[src/hw/rtl/x86ifd_pkg.sv]
package x86ifd_pkg;

   typedef enum logic [2:0] {
      PH_START  = 3'd0,
      PH_OPCODE = 3'd1,
      PH_MODRM  = 3'd2,
      PH_SIB    = 3'd3,
      PH_DISP   = 3'd4,
      PH_IMM    = 3'd5
   } phase_type;

   localparam logic [7:0] REX_MASK      = 8'hF0;
   localparam logic [7:0] REX_PATTERN   = 8'h40;
   localparam logic [7:0] OP_MOV_LOAD   = 8'h8B;
   localparam logic [7:0] OP_MOV_STORE  = 8'h89;
   localparam logic [7:0] OP_ADD_STORE  = 8'h01;
   localparam logic [7:0] OP_IMM_MASK   = 8'hF8;
   localparam logic [7:0] OP_MOV_IMM    = 8'hB8;
   localparam int unsigned REX_W_BIT    = 3;

   localparam logic [1:0] MOD_INDIRECT  = 2'd0;
   localparam logic [1:0] MOD_DISP8     = 2'd1;
   localparam logic [1:0] MOD_DISP32    = 2'd2;
   localparam logic [1:0] MOD_REGISTER  = 2'd3;
   localparam logic [2:0] RM_SIB        = 3'd4;
   localparam logic [2:0] RM_DISP_ONLY  = 3'd5;

   localparam logic [2:0] DISP_NONE     = 3'd0;
   localparam logic [2:0] DISP_SIZE8    = 3'd1;
   localparam logic [2:0] DISP_SIZE32   = 3'd4;
   localparam logic [3:0] IMM_NONE      = 4'd0;
   localparam logic [3:0] IMM_SIZE32    = 4'd4;
   localparam logic [3:0] IMM_SIZE64    = 4'd8;

   typedef struct packed {
      logic [3:0]         inst_length;
      logic [7:0]         rex_byte;
      logic [7:0]         opcode;
      logic [7:0]         modrm_byte;
      logic [7:0]         sib_byte;
      logic signed [31:0] displacement;
      logic [2:0]         disp_bytes;
      logic [63:0]        immediate;
      logic [3:0]         imm_bytes;
   } result_type;

endpackage

[src/hw/rtl/x86_64_instruction_field_decoder.sv]
// Splits an x86-64 code byte stream into instructions, one byte per clock
// unless req_stall holds the input. Each byte is registered on entry and from
// that register steps the decode phase machine (REX, opcode, ModRM, SIB,
// disp8/disp32, imm32/imm64); a byte that completes an instruction pushes its
// result into the result buffer, whose output register drives the result beat.
// Sustained rate is one byte per cycle while the buffer is not full, set by
// the per-byte phase update. A two-entry result buffer lets bytes keep flowing
// while a result waits; req_stall rises only when both entries are full and an
// entered byte is pending. Unsupported opcodes end the instruction at the
// opcode byte with ModRM, SIB, displacement and immediate fields zero.
module x86_64_instruction_field_decoder (
   input  logic               clock,
   input  logic               reset,
   input  logic               req_valid,
   output logic               req_stall,
   input  logic [7:0]         req_code_byte,
   output logic               rsp_valid,
   input  logic               rsp_stall,
   output logic [3:0]         rsp_inst_length,
   output logic [7:0]         rsp_rex_byte,
   output logic [7:0]         rsp_opcode,
   output logic [7:0]         rsp_modrm_byte,
   output logic [7:0]         rsp_sib_byte,
   output logic signed [31:0] rsp_displacement,
   output logic [2:0]         rsp_disp_bytes,
   output logic [63:0]        rsp_immediate,
   output logic [3:0]         rsp_imm_bytes
);

   logic                   in_valid_ff, in_valid_in;
   logic [7:0]             in_byte_ff, in_byte_in;
   logic                   obuf_ready;
   logic                   take;
   logic                   res_valid;
   x86ifd_pkg::result_type res;
   x86ifd_pkg::result_type out_data;

   assign take      = in_valid_ff & obuf_ready;
   assign req_stall = in_valid_ff & ~obuf_ready;

   always_comb begin
      in_valid_in = in_valid_ff;
      in_byte_in  = in_byte_ff;
      if (req_valid && !req_stall) begin
         in_valid_in = 1'b1;
         in_byte_in  = req_code_byte;
      end else if (take) begin
         in_valid_in = 1'b0;
      end
   end

   always_ff @(posedge clock) begin
      if (reset) begin
         in_valid_ff <= 1'b0;
      end else begin
         in_valid_ff <= in_valid_in;
      end
      in_byte_ff <= in_byte_in;
   end

   x86ifd_core u_core (
      .clock      (clock),
      .reset      (reset),
      .step_valid (take),
      .step_byte  (in_byte_ff),
      .res_valid  (res_valid),
      .res        (res)
   );

   x86ifd_obuf u_obuf (
      .clock      (clock),
      .reset      (reset),
      .push_valid (res_valid),
      .push_data  (res),
      .push_ready (obuf_ready),
      .out_valid  (rsp_valid),
      .out_data   (out_data),
      .out_stall  (rsp_stall)
   );

   assign rsp_inst_length  = out_data.inst_length;
   assign rsp_rex_byte     = out_data.rex_byte;
   assign rsp_opcode       = out_data.opcode;
   assign rsp_modrm_byte   = out_data.modrm_byte;
   assign rsp_sib_byte     = out_data.sib_byte;
   assign rsp_displacement = out_data.displacement;
   assign rsp_disp_bytes   = out_data.disp_bytes;
   assign rsp_immediate    = out_data.immediate;
   assign rsp_imm_bytes    = out_data.imm_bytes;

`ifndef SYNTHESIS
   a_stall_only_when_full: assert property (@(posedge clock) disable iff (reset)
      req_stall |-> (in_valid_ff && !obuf_ready))
      else $error("input stalled without a full result buffer");

   a_pending_byte_kept: assert property (@(posedge clock) disable iff (reset)
      (in_valid_ff && !take) |=> (in_valid_ff && in_byte_ff == $past(in_byte_ff)))
      else $error("pending code byte lost");

   a_result_only_on_take: assert property (@(posedge clock) disable iff (reset)
      res_valid |-> take)
      else $error("result without a consumed byte");
`endif

endmodule

[src/hw/rtl/x86ifd_core.sv]
module x86ifd_core (
   input  logic                    clock,
   input  logic                    reset,
   input  logic                    step_valid,
   input  logic [7:0]              step_byte,
   output logic                    res_valid,
   output x86ifd_pkg::result_type  res
);

   x86ifd_pkg::phase_type phase_ff, phase_in;
   logic [7:0]  rex_ff, rex_in;
   logic [7:0]  opcode_ff, opcode_in;
   logic [7:0]  modrm_ff, modrm_in;
   logic [7:0]  sib_ff, sib_in;
   logic [31:0] disp_ff, disp_in;
   logic [2:0]  disp_size_ff, disp_size_in;
   logic [63:0] imm_ff, imm_in;
   logic [3:0]  imm_size_ff, imm_size_in;
   logic [3:0]  fbc_ff, fbc_in;
   logic [3:0]  count_ff, count_in;

   // working copy of the state after this byte, before the post-emit clear
   x86ifd_pkg::phase_type ph_n;
   logic [7:0]  rex_n, op_n, modrm_n, sib_n;
   logic [31:0] disp_n;
   logic [2:0]  dsz_n;
   logic [63:0] imm_n;
   logic [3:0]  isz_n;
   logic [3:0]  fbc_n, cnt_n;
   logic        emit;
   logic [1:0]  mod_f;
   logic [2:0]  rm_f;
   logic [7:0]  opc;

   always_comb begin
      ph_n    = phase_ff;
      rex_n   = rex_ff;
      op_n    = opcode_ff;
      modrm_n = modrm_ff;
      sib_n   = sib_ff;
      disp_n  = disp_ff;
      dsz_n   = disp_size_ff;
      imm_n   = imm_ff;
      isz_n   = imm_size_ff;
      fbc_n   = fbc_ff;
      cnt_n   = count_ff + 4'd1;
      emit    = 1'b0;
      mod_f   = step_byte[7:6];
      rm_f    = step_byte[2:0];
      opc     = step_byte;

      unique case (phase_ff)
         x86ifd_pkg::PH_MODRM: begin
            modrm_n = step_byte;
            if (mod_f != x86ifd_pkg::MOD_REGISTER && rm_f == x86ifd_pkg::RM_SIB) begin
               ph_n = x86ifd_pkg::PH_SIB;
            end else if (mod_f == x86ifd_pkg::MOD_DISP8) begin
               dsz_n = x86ifd_pkg::DISP_SIZE8;
               fbc_n = 4'd0;
               ph_n  = x86ifd_pkg::PH_DISP;
            end else if (mod_f == x86ifd_pkg::MOD_DISP32 ||
                         (mod_f == x86ifd_pkg::MOD_INDIRECT &&
                          rm_f == x86ifd_pkg::RM_DISP_ONLY)) begin
               dsz_n = x86ifd_pkg::DISP_SIZE32;
               fbc_n = 4'd0;
               ph_n  = x86ifd_pkg::PH_DISP;
            end else begin
               emit = 1'b1;
            end
         end
         x86ifd_pkg::PH_SIB: begin
            sib_n = step_byte;
            mod_f = modrm_ff[7:6];
            if (mod_f == x86ifd_pkg::MOD_DISP8) begin
               dsz_n = x86ifd_pkg::DISP_SIZE8;
               fbc_n = 4'd0;
               ph_n  = x86ifd_pkg::PH_DISP;
            end else if (mod_f == x86ifd_pkg::MOD_DISP32 ||
                         (mod_f == x86ifd_pkg::MOD_INDIRECT &&
                          rm_f == x86ifd_pkg::RM_DISP_ONLY)) begin
               dsz_n = x86ifd_pkg::DISP_SIZE32;
               fbc_n = 4'd0;
               ph_n  = x86ifd_pkg::PH_DISP;
            end else begin
               emit = 1'b1;
            end
         end
         x86ifd_pkg::PH_DISP: begin
            if (disp_size_ff == x86ifd_pkg::DISP_SIZE8) begin
               disp_n = {{24{step_byte[7]}}, step_byte};
               emit   = 1'b1;
            end else begin
               disp_n[{fbc_ff[1:0], 3'b000} +: 8] = disp_ff[{fbc_ff[1:0], 3'b000} +: 8]
                                                    | step_byte;
               fbc_n = fbc_ff + 4'd1;
               emit  = ({1'b0, fbc_n} >= {2'b00, disp_size_ff});
            end
         end
         x86ifd_pkg::PH_IMM: begin
            imm_n[{fbc_ff[2:0], 3'b000} +: 8] = imm_ff[{fbc_ff[2:0], 3'b000} +: 8]
                                                | step_byte;
            fbc_n = fbc_ff + 4'd1;
            emit  = (fbc_n >= imm_size_ff);
         end
         default: begin
            // start or opcode phase; a REX byte only counts as prefix at start
            if (phase_ff != x86ifd_pkg::PH_OPCODE &&
                (step_byte & x86ifd_pkg::REX_MASK) == x86ifd_pkg::REX_PATTERN) begin
               rex_n = step_byte;
               ph_n  = x86ifd_pkg::PH_OPCODE;
            end else begin
               op_n = opc;
               if (opc == x86ifd_pkg::OP_MOV_LOAD || opc == x86ifd_pkg::OP_MOV_STORE ||
                   opc == x86ifd_pkg::OP_ADD_STORE) begin
                  ph_n = x86ifd_pkg::PH_MODRM;
               end else if ((opc & x86ifd_pkg::OP_IMM_MASK) == x86ifd_pkg::OP_MOV_IMM) begin
                  isz_n = rex_n[x86ifd_pkg::REX_W_BIT] ? x86ifd_pkg::IMM_SIZE64
                                                       : x86ifd_pkg::IMM_SIZE32;
                  fbc_n = 4'd0;
                  ph_n  = x86ifd_pkg::PH_IMM;
               end else begin
                  emit = 1'b1;
               end
            end
         end
      endcase
   end

   assign res_valid        = step_valid & emit;
   assign res.inst_length  = cnt_n;
   assign res.rex_byte     = rex_n;
   assign res.opcode       = op_n;
   assign res.modrm_byte   = modrm_n;
   assign res.sib_byte     = sib_n;
   assign res.displacement = disp_n;
   assign res.disp_bytes   = dsz_n;
   assign res.immediate    = imm_n;
   assign res.imm_bytes    = isz_n;

   always_comb begin
      phase_in     = phase_ff;
      rex_in       = rex_ff;
      opcode_in    = opcode_ff;
      modrm_in     = modrm_ff;
      sib_in       = sib_ff;
      disp_in      = disp_ff;
      disp_size_in = disp_size_ff;
      imm_in       = imm_ff;
      imm_size_in  = imm_size_ff;
      fbc_in       = fbc_ff;
      count_in     = count_ff;
      if (step_valid && emit) begin
         phase_in     = x86ifd_pkg::PH_START;
         rex_in       = 8'd0;
         opcode_in    = 8'd0;
         modrm_in     = 8'd0;
         sib_in       = 8'd0;
         disp_in      = 32'd0;
         disp_size_in = x86ifd_pkg::DISP_NONE;
         imm_in       = 64'd0;
         imm_size_in  = x86ifd_pkg::IMM_NONE;
         fbc_in       = 4'd0;
         count_in     = 4'd0;
      end else if (step_valid) begin
         phase_in     = ph_n;
         rex_in       = rex_n;
         opcode_in    = op_n;
         modrm_in     = modrm_n;
         sib_in       = sib_n;
         disp_in      = disp_n;
         disp_size_in = dsz_n;
         imm_in       = imm_n;
         imm_size_in  = isz_n;
         fbc_in       = fbc_n;
         count_in     = cnt_n;
      end
   end

   always_ff @(posedge clock) begin
      if (reset) begin
         phase_ff     <= x86ifd_pkg::PH_START;
         rex_ff       <= 8'd0;
         opcode_ff    <= 8'd0;
         modrm_ff     <= 8'd0;
         sib_ff       <= 8'd0;
         disp_ff      <= 32'd0;
         disp_size_ff <= x86ifd_pkg::DISP_NONE;
         imm_ff       <= 64'd0;
         imm_size_ff  <= x86ifd_pkg::IMM_NONE;
         fbc_ff       <= 4'd0;
         count_ff     <= 4'd0;
      end else begin
         phase_ff     <= phase_in;
         rex_ff       <= rex_in;
         opcode_ff    <= opcode_in;
         modrm_ff     <= modrm_in;
         sib_ff       <= sib_in;
         disp_ff      <= disp_in;
         disp_size_ff <= disp_size_in;
         imm_ff       <= imm_in;
         imm_size_ff  <= imm_size_in;
         fbc_ff       <= fbc_in;
         count_ff     <= count_in;
      end
   end

`ifndef SYNTHESIS
   a_clear_after_emit: assert property (@(posedge clock) disable iff (reset)
      res_valid |=> (count_ff == 4'd0 && phase_ff == x86ifd_pkg::PH_START))
      else $error("state not cleared after result");

   a_length_range: assert property (@(posedge clock) disable iff (reset)
      res_valid |-> (res.inst_length >= 4'd1 && res.inst_length <= 4'd10))
      else $error("instruction length out of range");

   a_disp_size: assert property (@(posedge clock) disable iff (reset)
      phase_ff == x86ifd_pkg::PH_DISP |->
         (disp_size_ff == x86ifd_pkg::DISP_SIZE8 || disp_size_ff == x86ifd_pkg::DISP_SIZE32))
      else $error("bad displacement size in displacement phase");

   a_imm_size: assert property (@(posedge clock) disable iff (reset)
      phase_ff == x86ifd_pkg::PH_IMM |->
         (imm_size_ff == x86ifd_pkg::IMM_SIZE32 || imm_size_ff == x86ifd_pkg::IMM_SIZE64))
      else $error("bad immediate size in immediate phase");
`endif

endmodule

[src/hw/rtl/x86ifd_obuf.sv]
module x86ifd_obuf (
   input  logic                    clock,
   input  logic                    reset,
   input  logic                    push_valid,
   input  x86ifd_pkg::result_type  push_data,
   output logic                    push_ready,
   output logic                    out_valid,
   output x86ifd_pkg::result_type  out_data,
   input  logic                    out_stall
);

   logic                   main_valid_ff, main_valid_in;
   logic                   skid_valid_ff, skid_valid_in;
   x86ifd_pkg::result_type main_ff, main_in;
   x86ifd_pkg::result_type skid_ff, skid_in;
   logic                   pop;

   assign pop        = main_valid_ff & ~out_stall;
   assign push_ready = ~skid_valid_ff;
   assign out_valid  = main_valid_ff;
   assign out_data   = main_ff;

   always_comb begin
      main_valid_in = main_valid_ff;
      skid_valid_in = skid_valid_ff;
      main_in       = main_ff;
      skid_in       = skid_ff;
      if (!main_valid_ff || pop) begin
         if (skid_valid_ff) begin
            main_in       = skid_ff;
            main_valid_in = 1'b1;
            skid_valid_in = 1'b0;
         end else begin
            main_in       = push_data;
            main_valid_in = push_valid;
         end
      end else if (push_valid) begin
         // output beat is stalled: park the new result
         skid_in       = push_data;
         skid_valid_in = 1'b1;
      end
   end

   always_ff @(posedge clock) begin
      if (reset) begin
         main_valid_ff <= 1'b0;
         skid_valid_ff <= 1'b0;
      end else begin
         main_valid_ff <= main_valid_in;
         skid_valid_ff <= skid_valid_in;
      end
      main_ff <= main_in;
      skid_ff <= skid_in;
   end

`ifndef SYNTHESIS
   a_skid_needs_main: assert property (@(posedge clock) disable iff (reset)
      skid_valid_ff |-> main_valid_ff)
      else $error("skid entry held with empty output register");

   a_no_push_when_full: assert property (@(posedge clock) disable iff (reset)
      skid_valid_ff |-> !push_valid)
      else $error("result pushed while buffer full");

   a_stalled_hold: assert property (@(posedge clock) disable iff (reset)
      (main_valid_ff && out_stall) |=> (main_valid_ff && main_ff == $past(main_ff)))
      else $error("stalled output changed");
`endif

endmodule

[config.mk]
export PLATFORM = sky130hd
export DESIGN_NAME = x86_64_instruction_field_decoder
export DESIGN_NICKNAME = d
export VERILOG_FILES = /design/src/hw/rtl/x86ifd_pkg.sv /design/src/hw/rtl/x86_64_instruction_field_decoder.sv /design/src/hw/rtl/x86ifd_core.sv /design/src/hw/rtl/x86ifd_obuf.sv
export SDC_FILE = /design/constraint.sdc
export NUM_CORES = 1
export LEC_CHECK = 0
export BUFFER_PORTS_ARGS = -buffer_cell sky130_fd_sc_hd__buf_4
export CAP_MARGIN = 20
export CORE_MARGIN = 3
export CORE_UTILIZATION = 45
export CTS_CLUSTER_SIZE = 24
export DETAILED_ROUTE_END_ITERATION = 10
export PLACE_DENSITY_LB_ADDON = 0.05
export REMOVE_ABC_BUFFERS = 1
export SLEW_MARGIN = 15
export SYNTH_ARGS = -nofsm -noshare
export SYNTH_HDL_FRONTEND = slang
export SYNTH_SLANG_ARGS = --single-unit
[constraint.sdc]
create_clock -name clock -period 13.48 [get_ports clock]
set_clock_uncertainty 0.15 [all_clocks]
set_input_delay 1.348 -clock clock [delete_from_list [all_inputs] [get_ports clock]]
set_output_delay 1.348 -clock clock [all_outputs]
set_load 0.02 [all_outputs]
==> results of run 1 <==
==> Yosys cell counts (3+ instances only) <==
cell,n,share of area
nor3_2,12,0.0062
mux2i_1,8,0.0042
a211oi_4,4,0.0042
inv_1,12,0.0023
a21oi_1,135,0.035
o31ai_1,6,0.0023
dfxtp_1,149,0.16
nand2_1,184,0.036
a21boi_0,3,0.0012
o21ai_0,112,0.029
nor2b_1,31,0.010
nand3b_1,3,0.0012
nand4b_1,3,0.0014
a311oi_1,3,0.0014
nor3_1,25,0.0065
mux2_2,148,0.087
clkbuf_1,66,0.013
xor2_1,4,0.0018
mux4_2,24,0.028
a22oi_1,39,0.015
a22o_1,3,0.0014
nor2_1,170,0.033
and2_1,12,0.0039
buf_1,10,0.0020
o21ai_1,11,0.0029
xnor2_1,3,0.0014
a211oi_1,25,0.0098
nand2b_1,20,0.0065
buf_4,5,0.0020
buf_6,6,0.0035
nand3_1,18,0.0047
a211o_1,5,0.0023
and3_1,4,0.0013
ha_1,13,0.0085
and2_0,3,0.00098
buf_2,23,0.0060
edfxtp_1,286,0.45
nor3b_1,3,0.0012
or3_1,7,0.0023
==> through the flow <==
stage           util  setup WS [ns]
2_1_floorplan      -          0.940
3_3_place_gp   0.494           9.31
3_5_place_dp   0.494           9.31
4_1_cts        0.530           9.27
5_1_grt        0.531           8.94
6_report       0.531           9.15
==> power breakdown <==
| part | internal [uW] | switching, uW |
|---|---|---|
| Combinational | 49.6 | 90.2 |
| Clock | 770 | 532 |
| Sequential | 1440 | 18.2 |
| Total | 2260 | 640 |
==> cells by family (layout without fill, tap and decap cells) <==
logic type      Yosys count  count (layout)  share of synthesized area
compound gates          368             368                      0.116
xor+xnor                  7               7                    0.00319
mux                     180             180                      0.119
fa+ha+maj                13              13                    0.00846
simple gates            511             511                      0.123
flops                   435             435                      0.602
buf+inv                 124             276                     0.0290
==> path summary, 6_finish.rpt <==
path / start / end / slack [ns]
setup / recovery: u_core.fbc_ff[2] / u_obuf.out_data[54] / 9.15
hold reg to reg: u_core.rex_ff[7] / u_core.rex_ff[7] / 0.27
setup reg to reg: u_core.fbc_ff[2] / u_obuf.out_data[54] / 9.15
hold / removal: u_core.rex_ff[7] / u_core.rex_ff[7] / 0.27
==> cell usage in the layout (no fill, tap or decap), types with 7 or more instances in the layout <==
cell,instances
edfxtp_1,286
nor2b_1,30
nor2_1,170
a21oi_1,134
and2_1,12
clkbuf_1,8
a211oi_1,25
nand2b_1,20
a22oi_1,39
mux2_2,148
or3_1,7
clkbuf_16,47
buf_4,176
o21ai_0,112
nand2_1,183
o21ai_1,11
ha_1,13
clkinv_2,10
mux2i_1,8
inv_1,12
mux4_2,24
nand3_1,18
nor3_2,12
nor3_1,25
dfxtp_1,147
==> cell type report <==
type,instances,share of cell area
Sequential cell,435,0.519
Tap cell,539,0.0302
Multi-Input combinational cell,1079,0.320
Clock buffer,61,0.0577
Clock inverter,24,0.0115
Inverter,14,0.00235
Timing Repair Buffer,177,0.0601
==> registers in the layout, indices dropped and copies added, names as in the netlist, 8 cells and up <==
signal	cells
u_core.disp_ff	32
u_core.sib_ff	8
u_core.modrm_ff	8
in_byte_ff	8
u_obuf.out_data	139
u_obuf.skid_ff	139
u_core.rex_ff	8
u_core.opcode_ff	8
u_core.imm_ff	64
==> layer usage <==
metal  vias to the layer above  global-route usage  wire [um]
met1                      6450               0.326      23600
met5                         -                   0          0
li1                       6241                   -          -
met3                        67              0.0306       2580
met4                         0              0.0590        994
met2                       420               0.335      22200
==> worst min-delay path: stages (launching register included) <==
cell and delay [ns]:
dfxtp_1 0.30, nand2_1 0.05, nor2_1 0.03
==> reports/results.tsv, run 1 <==
stage	metric	value	unit
clock_network	H-tree levels	2	
clock_network	CTS tree	yes	
layout	final instance area	22300	sq um
worst_setup_path	CP Capture Type	register	
timing	measured slew at the worst slew-check pin	1.11	ns
power_and_ir_drop	Max IR drop VDD	67.1	uV
layout	fin cells	2329	
worst_setup_path	CP top delay family	simple AND/OR/NAND/NOR gates	
timing	RSZ-0062 raised after global routing	false	
drt	DRC	0	
die	core area	42000	sq um
drt	WL per Instance	21.2	um
layout	Nets	1778	
yosys	Yosys Warn Count	0	
worst_setup_path	CP most frequent cell	nand2_1	
grt	vias in the first global route	12700	
grt	largest net degree at the start of global routing	86	
drt	WL final	49300	um
worst_setup_path	CP Class	reg2reg	
layout	layout cell share with drive strength beyond 1	0.255	
yosys	proportion of synthesized chip area in sequential cells	0.602	
drt	First DRT Iteration DRCs	1013	
drt	Routed Antenna Nets	0	
die	starting density of the core	0.458	
worst_setup_path	Crit-path slowest cell	nor3_1	
power_and_ir_drop	Design Power	2900	uW
yosys	Mapped Area	19200	sq um
yosys	Mapped Cells	1638	
worst_setup_path	critical path depth	7	
layout	multi-input logic area	7130	sq um
worst_setup_path	Critical Path AT	4.50	ns
clock_network	worst skew pair latency	0.58	ns
yosys	number of synthesized flops with an enable pin	286	
yosys	ys flop type	edfxtp_1	
place	dpl hpwl	31700	um
hold_path	WHS Path Cells	2	
drt	Detailed Routing Iterations Pass 1	6	
die	# rows	75	
drt	routed vias/inst	5.66	
die	chip height	213	um
place	Final Wtd Congestion	0.885	
timing	fmax	0.231	GHz
timing	Worst slew margin	0.254	
drt	DR vias	13200	
layout	n_diodes	0	
yosys	Mapped Avg Cell Area	11.7	sq um
yosys	number of distinct library cells after synthesis	72	
place	placed cells	2243	
place	placed inst area	20800	sq um
power_and_ir_drop	Power Density	130	nW/um^2
yosys	Yosys reg bits	435	
die	Die X	213	um
clock_network	CTS resizes	0	
timing	Post-Route Setup TNS	0	ns
layout	synth-to-layout area growth	16.0	%
die	Die ar.	45300	sq um
timing	max-slew violation total from the final report	0	
timing	post-layout minimum cycle time	4.33	ns
layout	fill cell count	3678	
status	status	finished clean	
place	port bufs	152	
clock_network	CTS Hold Bufs	0	
timing	fin crit share	0.321	
worst_setup_path	crit path buf inv count	1	
grt	global-route wire length before repair	76700	um
timing	Worst Hold Slack	0.271	ns
worst_setup_path	crit-path cells	clkinv_1, ha_1, nor3_1, nand2_1, nand2_1, o21ai_0, mux2_2	
hold_path	Worst Hold Class	reg2reg	
clock_network	root buf cell	clkbuf_16	
worst_setup_path	Largest stage delay, worst path	0.91	ns
layout	register area	11600	sq um
grt	total global routing overflow	0	
yosys	asr flop ratio synth	0	
grt	initial antenna violation count	0	
clock_network	Setup Buffers After CTS	0	
worst_setup_path	number of cells on the worst reg-to-reg path	7	
clock_network	clk sinks	435	
grt	Total GRT Usage	0.218	
clock_network	clock buffer depth	3	
die	io pins	153	
worst_setup_path	CP required	13.65	ns
worst_setup_path	maximum fanout along the worst path	18	
clock_network	CTS clk-pin slew, worst paths	0.06	ns
timing	Final Hold Viols	0	
clock_network	TritonCTS buffer count	46	
run	max-cap viol count	0	
power_and_ir_drop	Leakage Power	0.00833	uW
timing	final setup fails	0	
worst_setup_path	Startpoint Class	register	
No activity file was read; power rests on OpenSTA's default activity.
==> run 2, diff against run 1 <==
==> constraint.sdc (replaced) <==
create_clock -name clock -period 4.2 [get_ports clock]
set_clock_uncertainty 0.15 [all_clocks]
set_input_delay 0.42 -clock clock [delete_from_list [all_inputs] [get_ports clock]]
set_output_delay 0.42 -clock clock [all_outputs]
set_load 0.02 [all_outputs]
==> run 2 against run 1 <==
Setup slack lost 8.5 ns. Critical path depth up 1. Maximum frequency up 23%. Count of clock-buffer cells in the layout up 3. Critical endpoint is now u_obuf.skid_ff[81]. Largest power group unchanged. Highest routed layer unchanged.
==> reports/results.tsv, run 2 (synthesis results as in run 1) <==
stage	metric	value	unit	change
drt	routed vias/inst	5.63		-0.45%
worst_setup_path	CP Capture Type	register		
clock_network	CTS Hold Bufs	10		+10
status	status	finished clean		
drt	First DRT Iteration DRCs	1020		+0.69%
worst_setup_path	RR Endpoint	u_obuf.skid_ff[81]		
timing	fmax	0.284	GHz	+23%
worst_setup_path	CP required	4.24	ns	-9.41 ns
drt	Detailed Routing Iterations Pass 1	5		-1
drt	Routed Antenna Nets	0		unchanged
timing	Worst slew margin	0.406		+0.152
run	max-cap viol count	0		unchanged
clock_network	CTS tree	yes		
worst_setup_path	Critical Path AT	3.56	ns	-0.94 ns
layout	post-layout util	0.536		+0.00497
timing	fin crit share	0.838		+0.517
grt	initial antenna violation count	0		unchanged
die	core area	42000	sq um	unchanged
timing	RSZ-0062 raised after global routing	false		
clock_network	worst skew pair latency	0.57	ns	about the same
timing	Final Worst Setup Slack	0.680	ns	-8.47 ns
layout	leading cell type in the layout, fill and taps excluded	edfxtp_1		
power_and_ir_drop	Power Density	412	nW/um^2	+220%
layout	Nets	1800		+1.2%
clock_network	root buf cell	clkbuf_16		
die	Die ar.	45300	sq um	unchanged
grt	total global routing overflow	0		unchanged
layout	commonest non-fill, non-tap cells in the layout	edfxtp_1, buf_4, nand2_1		
worst_setup_path	maximum fanout along the worst path	139		+121
place	Post-Place Worst Slack	0.651	ns	-8.66 ns
place	Final Wtd Congestion	0.877		-0.94%
power_and_ir_drop	Leakage Power	0.00842	uW	+1.2%
grt	largest net degree at the start of global routing	140		+63%
drt	WL per Instance	21.0	um	-0.73%
timing	max-slew violation total from the final report	0		unchanged
grt	global-route wire length before repair	76300	um	-0.60%
hold_path	Worst Hold Class	reg2reg		
clock_network	TritonCTS buffer count	47		+2.2%
die	starting density of the core	0.458		unchanged
die	chip height	213	um	unchanged
worst_setup_path	CP Class	reg2reg		
place	port bufs	152		unchanged
worst_setup_path	Startpoint Class	register		
timing	post-layout minimum cycle time	3.52	ns	-0.811 ns
worst_setup_path	worst r2r src	u_core.fbc_ff[0]		
timing	Worst Hold Slack	0.275	ns	+0.00397 ns
worst_setup_path	crit path to	u_obuf.skid_ff[81]		
place	dpl hpwl	32000	um	+0.91%
drt	DR vias	13300		+0.58%
clock_network	CTS clk-pin slew, worst paths	0.06	ns	about the same
die	# rows	75		unchanged
timing	measured slew at the worst slew-check pin	0.881	ns	-0.229 ns
worst_setup_path	Worst Setup SP	u_core.fbc_ff[0]		
drt	DRC	0		unchanged
hold_path	WHS Path Cells	2		unchanged
drt	WL final	49400	um	+0.29%
clock_network	H-tree levels	2		unchanged
timing	Final Hold Viols	0		unchanged
power_and_ir_drop	Max IR drop VDD	279	uV	+320%
clock_network	clk sinks	435		unchanged
worst_setup_path	r2r setup slk	0.68	ns	-8.47 ns
grt	vias in the first global route	12600		-0.97%
grt	Total GRT Usage	0.216		-0.00155
layout	synth-to-layout area growth	17.1	%	
die	Die X	213	um	unchanged
timing	final setup fails	0		unchanged
clock_network	clock buffer depth	3		unchanged
worst_setup_path	number of cells on the worst reg-to-reg path	8		+1
clock_network	Setup Buffers After CTS	0		unchanged
clock_network	CTS resizes	0		unchanged
layout	layout cell share with drive strength beyond 1	0.253		-0.00158
layout	fill cell count	3705		+0.73%
die	io pins	153		unchanged
run 2: cell types whose count changed in the layout (fill, tap and decap cells not counted), sizes merged:
cell / change
buf: +11
clkinv: +1
diode: +1
clkbuf: +3
dlygate4sd3: +10
inv: -2
run 2: per-layer routing:
| layer | global-route usage | share of wire |
|---|---|---|
| met3 | 0.0353 | 0.059 |
| met1 | 0.331 | 0.48 |
| met5 | 0 | 0 |
| met4 | 0.0697 | 0.024 |
| met2 | 0.315 | 0.44 |
run 2: layout make-up:
class | count | area (sq um) | share of cell area
Sequential cell | 435 | 11600 | 0.514
Multi-Input combinational cell | 1079 | 7130 | 0.317
Timing Repair Buffer | 198 | 1560 | 0.0691
Clock buffer | 64 | 1300 | 0.0578
Tap cell | 539 | 674 | 0.0299
Clock inverter | 23 | 234 | 0.0104
Inverter | 14 | 52.6 | 0.00233
Antenna cell | 1 | 2.50 | 0.000111
run 2: where the power goes:
group          switching [uW]  internal, uW
clock                    1670          2470
combinational             298           172
sequential               50.4          4630
total                    2010          7280
run 2: through the flow:
stage          power, uW  setup TNS (ns)  instance area (sq um)  instances
3_5_place_dp        5230               0                  20900       2254
2_1_floorplan       5020        -1789.90                  18700       1528
5_1_grt             9620               0                  22500       2352
6_report            9290               0                  22500       2353
4_1_cts             9400               0                  22500       2351
3_3_place_gp        5230               0                  20900       2254
run 2: how the worst min path moves through the flow:
stage                     startpoint               end  slack, ns
detailed placement  u_core.rex_ff[7]  u_core.rex_ff[7]       0.27
finish              u_core.rex_ff[7]  u_core.rex_ff[7]       0.28
CTS                 u_core.rex_ff[7]  u_core.rex_ff[7]       0.28
global route        u_core.rex_ff[4]  u_core.rex_ff[4]       0.29
floorplan           u_core.rex_ff[4]  u_core.rex_ff[4]       0.26
global placement    u_core.rex_ff[4]  u_core.rex_ff[4]       0.26
run 2: worst max-delay path: stages, from the launching register on:
cell and delay [ns]:
dfxtp_2 0.38, clkinv_1 0.23, ha_1 0.40, ha_1 0.29, a211oi_1 0.06, a2111oi_0 0.50, nor3_1 0.18, a21oi_4 0.20
buf_12 0.56
==> run 3, diff against run 2 <==
--- a/config.mk
+++ b/config.mk
@@ -5,6 +5,7 @@
 export SDC_FILE = /design/constraint.sdc
 export NUM_CORES = 1
 export LEC_CHECK = 0
+export ABC_AREA = 1
 export BUFFER_PORTS_ARGS = -buffer_cell sky130_fd_sc_hd__buf_4
 export CAP_MARGIN = 20
 export CORE_MARGIN = 3
==> constraint.sdc (replaced) <==
create_clock -name clock -period 3.7 [get_ports clock]
set_clock_uncertainty 0.15 [all_clocks]
set_input_delay 0.37 -clock clock [delete_from_list [all_inputs] [get_ports clock]]
set_output_delay 0.37 -clock clock [all_outputs]
set_load 0.02 [all_outputs]
==> run 3 against run 2 <==
Worst hold slack got worse by 0.11 ns. Global-route usage increased by 1.2 points. Sequential share of layout area shrank 2.1 points. Synthesized area rose by 4.6%. Clock power grew 15%. Die area rose by 4.4%. Maximum frequency is 19% higher. Register-to-register slack gained 0.07 ns. Final area is 4.4% higher. Wire length rose by 12%. Highest routed layer unchanged.
==> reports/results.tsv, run 3 <==
stage	metric	value	unit	change
status	status	finished clean		
yosys	most common cell in the netlist	nand2_1		
timing	Final Hold Viols	0		unchanged
timing	measured slew at the worst slew-check pin	0.803	ns	-0.0778 ns
drt	First DRT Iteration DRCs	1615		+58%
yosys	proportion of synthesized chip area in sequential cells	0.575		-0.0263
timing	Worst slew margin	0.459		+0.0524
worst_setup_path	Largest stage delay, worst path	0.53	ns	-0.03 ns
place	placed cells	3063		+36%
yosys	Yosys reg bits	435		unchanged
die	Die X	217	um	+2.2%
die	starting density of the core	0.461		+0.00334
clock_network	CTS clk-pin slew, worst paths	0.07	ns	about the same
timing	post-layout minimum cycle time	2.95	ns	-0.568 ns
worst_setup_path	Critical Path AT	3.29	ns	-0.27 ns
run	max-cap viol count	0		unchanged
clock_network	Setup Buffers After CTS	0		unchanged
yosys	number of distinct library cells after synthesis	34		-53%
layout	layout cell share with drive strength beyond 1	0.122		-0.132
worst_setup_path	CP Capture Type	register		
grt	global-route wire length before repair	86000	um	+13%
timing	Post-Route Setup TNS	0	ns	unchanged
grt	Total GRT Usage	0.229		+0.0125
drt	DRC	0		unchanged
worst_setup_path	maximum fanout along the worst path	49		-65%
clock_network	worst skew pair latency	0.59	ns	+0.02 ns
die	Die ar.	47300	sq um	+4.4%
worst_setup_path	CP Class	reg2reg		
layout	leading cell type in the layout, fill and taps excluded	nand2_1		
drt	Detailed Routing Iterations Pass 1	5		unchanged
grt	vias in the first global route	15100		+20%
layout	Nets	2563		+42%
yosys	Mapped Area	20100	sq um	+4.6%
clock_network	H-tree levels	2		unchanged
worst_setup_path	CP required	4.04	ns	-0.20 ns
die	io pins	153		unchanged
hold_path	WHS Path Cells	3		+1
drt	routed vias/inst	5.21		-7.5%
clock_network	CTS Hold Bufs	11		+1
power_and_ir_drop	Power Density	474	nW/um^2	+15%
die	core area	43600	sq um	+3.8%
hold_path	Worst Hold Class	in2reg		
drt	WL final	55100	um	+12%
power_and_ir_drop	Max IR drop VDD	287	uV	+3.0%
place	Final Wtd Congestion	0.893		+1.8%
clock_network	CTS tree	yes		
timing	Worst Hold Slack	0.168	ns	-0.107 ns
yosys	number of synthesized flops with an enable pin	286		unchanged
timing	fin crit share	0.798		-0.0404
place	placed inst area	21800	sq um	+4.7%
clock_network	TritonCTS buffer count	47		unchanged
timing	RSZ-0062 raised after global routing	false		
yosys	Yosys top cell area share	0.427		-0.0196
place	port bufs	152		unchanged
worst_setup_path	CP most frequent cell	nand3_1		
timing	max-slew violation total from the final report	0		unchanged
worst_setup_path	Crit-path slowest cell	buf_4		
layout	fin cells	3161		+34%
worst_setup_path	Startpoint Class	register		
clock_network	CTS resizes	0		unchanged
worst_setup_path	CP top delay family	buffers and inverters		
clock_network	clock buffer depth	3		unchanged
worst_setup_path	crit-path cells	buf_4, ha_1, xor2_1, ha_1, o21ai_0, nand3_1, nand2_1, nand3_1, nand2_2, buf_4, nand3_1, nand2_1, inv_1		
power_and_ir_drop	Design Power	11200	uW	+20%
yosys	post-synth top area cell	edfxtp_1		
timing	final setup fails	0		unchanged
place	dpl hpwl	36300	um	+13%
yosys	Yosys Warn Count	0		unchanged
die	# rows	76		+1.3%
yosys	Mapped Cells	2415		+47%
clock_network	clk sinks	435		unchanged
power_and_ir_drop	Leakage Power	0.0102	uW	+21%
layout	final instance area	23500	sq um	+4.4%
drt	DR vias	16500		+24%
yosys	Mapped Avg Cell Area	8.33	sq um	-29%
timing	fmax	0.339	GHz	+19%
drt	WL per Instance	17.4	um	-17%
grt	total global routing overflow	0		unchanged
worst_setup_path	crit path buf inv count	3		+1
worst_setup_path	critical path depth	13		+5
yosys	synth top area cells	edfxtp_1, nand2_1, dfxtp_1		
worst_setup_path	number of cells on the worst reg-to-reg path	13		+5
layout	commonest non-fill, non-tap cells in the layout	nand2_1, edfxtp_1, nand3_1		
layout	n_diodes	0		-1
yosys	asr flop ratio synth	0		unchanged
grt	largest net degree at the start of global routing	133		-5.0%
grt	initial antenna violation count	0		unchanged
yosys	top cells by count, synth	nand2_1, edfxtp_1, nand3_1		
drt	Routed Antenna Nets	0		unchanged
layout	synth-to-layout area growth	16.9	%	
clock_network	root buf cell	clkbuf_16		
die	chip height	217	um	+2.2%
yosys	ys flop type	edfxtp_1		
## run 3: cell count changes in the layout (fill, tap and decap cells not counted), moves of 25 or more
cell	delta
a211oi_1	-25
a22oi_1	-39
inv_1	+150
mux2_2	-148
nand2_1	+740
nand3_1	+171
nand4_1	+37
nor2b_1	-30
## run 3: through the flow
stage	util	setup WS (ns)
final	0.539	0.749
after global routing	0.539	0.560
after CTS	0.539	0.791
after detailed placement	0.500	0.802
after global placement	0.500	0.786
after floorplan	-	-11.42
## run 3: per-layer routing
metal / wire, um / part of all wire / vias to the layer above / GRT usage
met5: 0 / 0 / - / 0
met4: 1160 / 0.021 / 0 / 0.0604
met3: 3700 / 0.067 / 82 / 0.0346
met2: 24200 / 0.44 / 566 / 0.347
met1: 26000 / 0.47 / 7651 / 0.344
li1: - / - / 8168 / -
## run 3: cells by family after synthesis
family | share of synthesized area
and+or+nand+nor | 0.281
DFF | 0.575
buffers and inverters | 0.0618
AOI/OAI and AO/OA | 0.0730
adders and majority gates | 0.00809
xor gates and xnor gates | 0.00131
## run 3: path summary, 6_finish.rpt
kind | endpoint | start | slack, ns
max | u_obuf.out_valid | u_core.fbc_ff[1] | 0.75
min | in_byte_ff[3] | req_valid | 0.17
max reg2reg | u_obuf.out_valid | u_core.fbc_ff[1] | 0.75
min reg2reg | u_core.rex_ff[4] | u_core.rex_ff[4] | 0.30
## run 3: final cells by class
class / instances / area, sq um
inverter: 183 / 689
clock buffer: 63 / 1320
sequential: 435 / 11600
tap: 585 / 732
timing repair buffer: 202 / 1620
multi-input combinational: 1669 / 7330
clock inverter: 24 / 250
fill: 4065 / 20100
## run 3: worst min-delay path, stage by stage
cell	delay, ns
buf_4	0.11
inv_1	0.06
nor2_1	0.15
## run 3: power by group
part	leakage (uW)	switching, uW	internal (uW)	total, uW
clock network	0.000763	1960	2790	4750
logic	0.00533	612	323	935
registers	0.00408	97.2	5370	5460
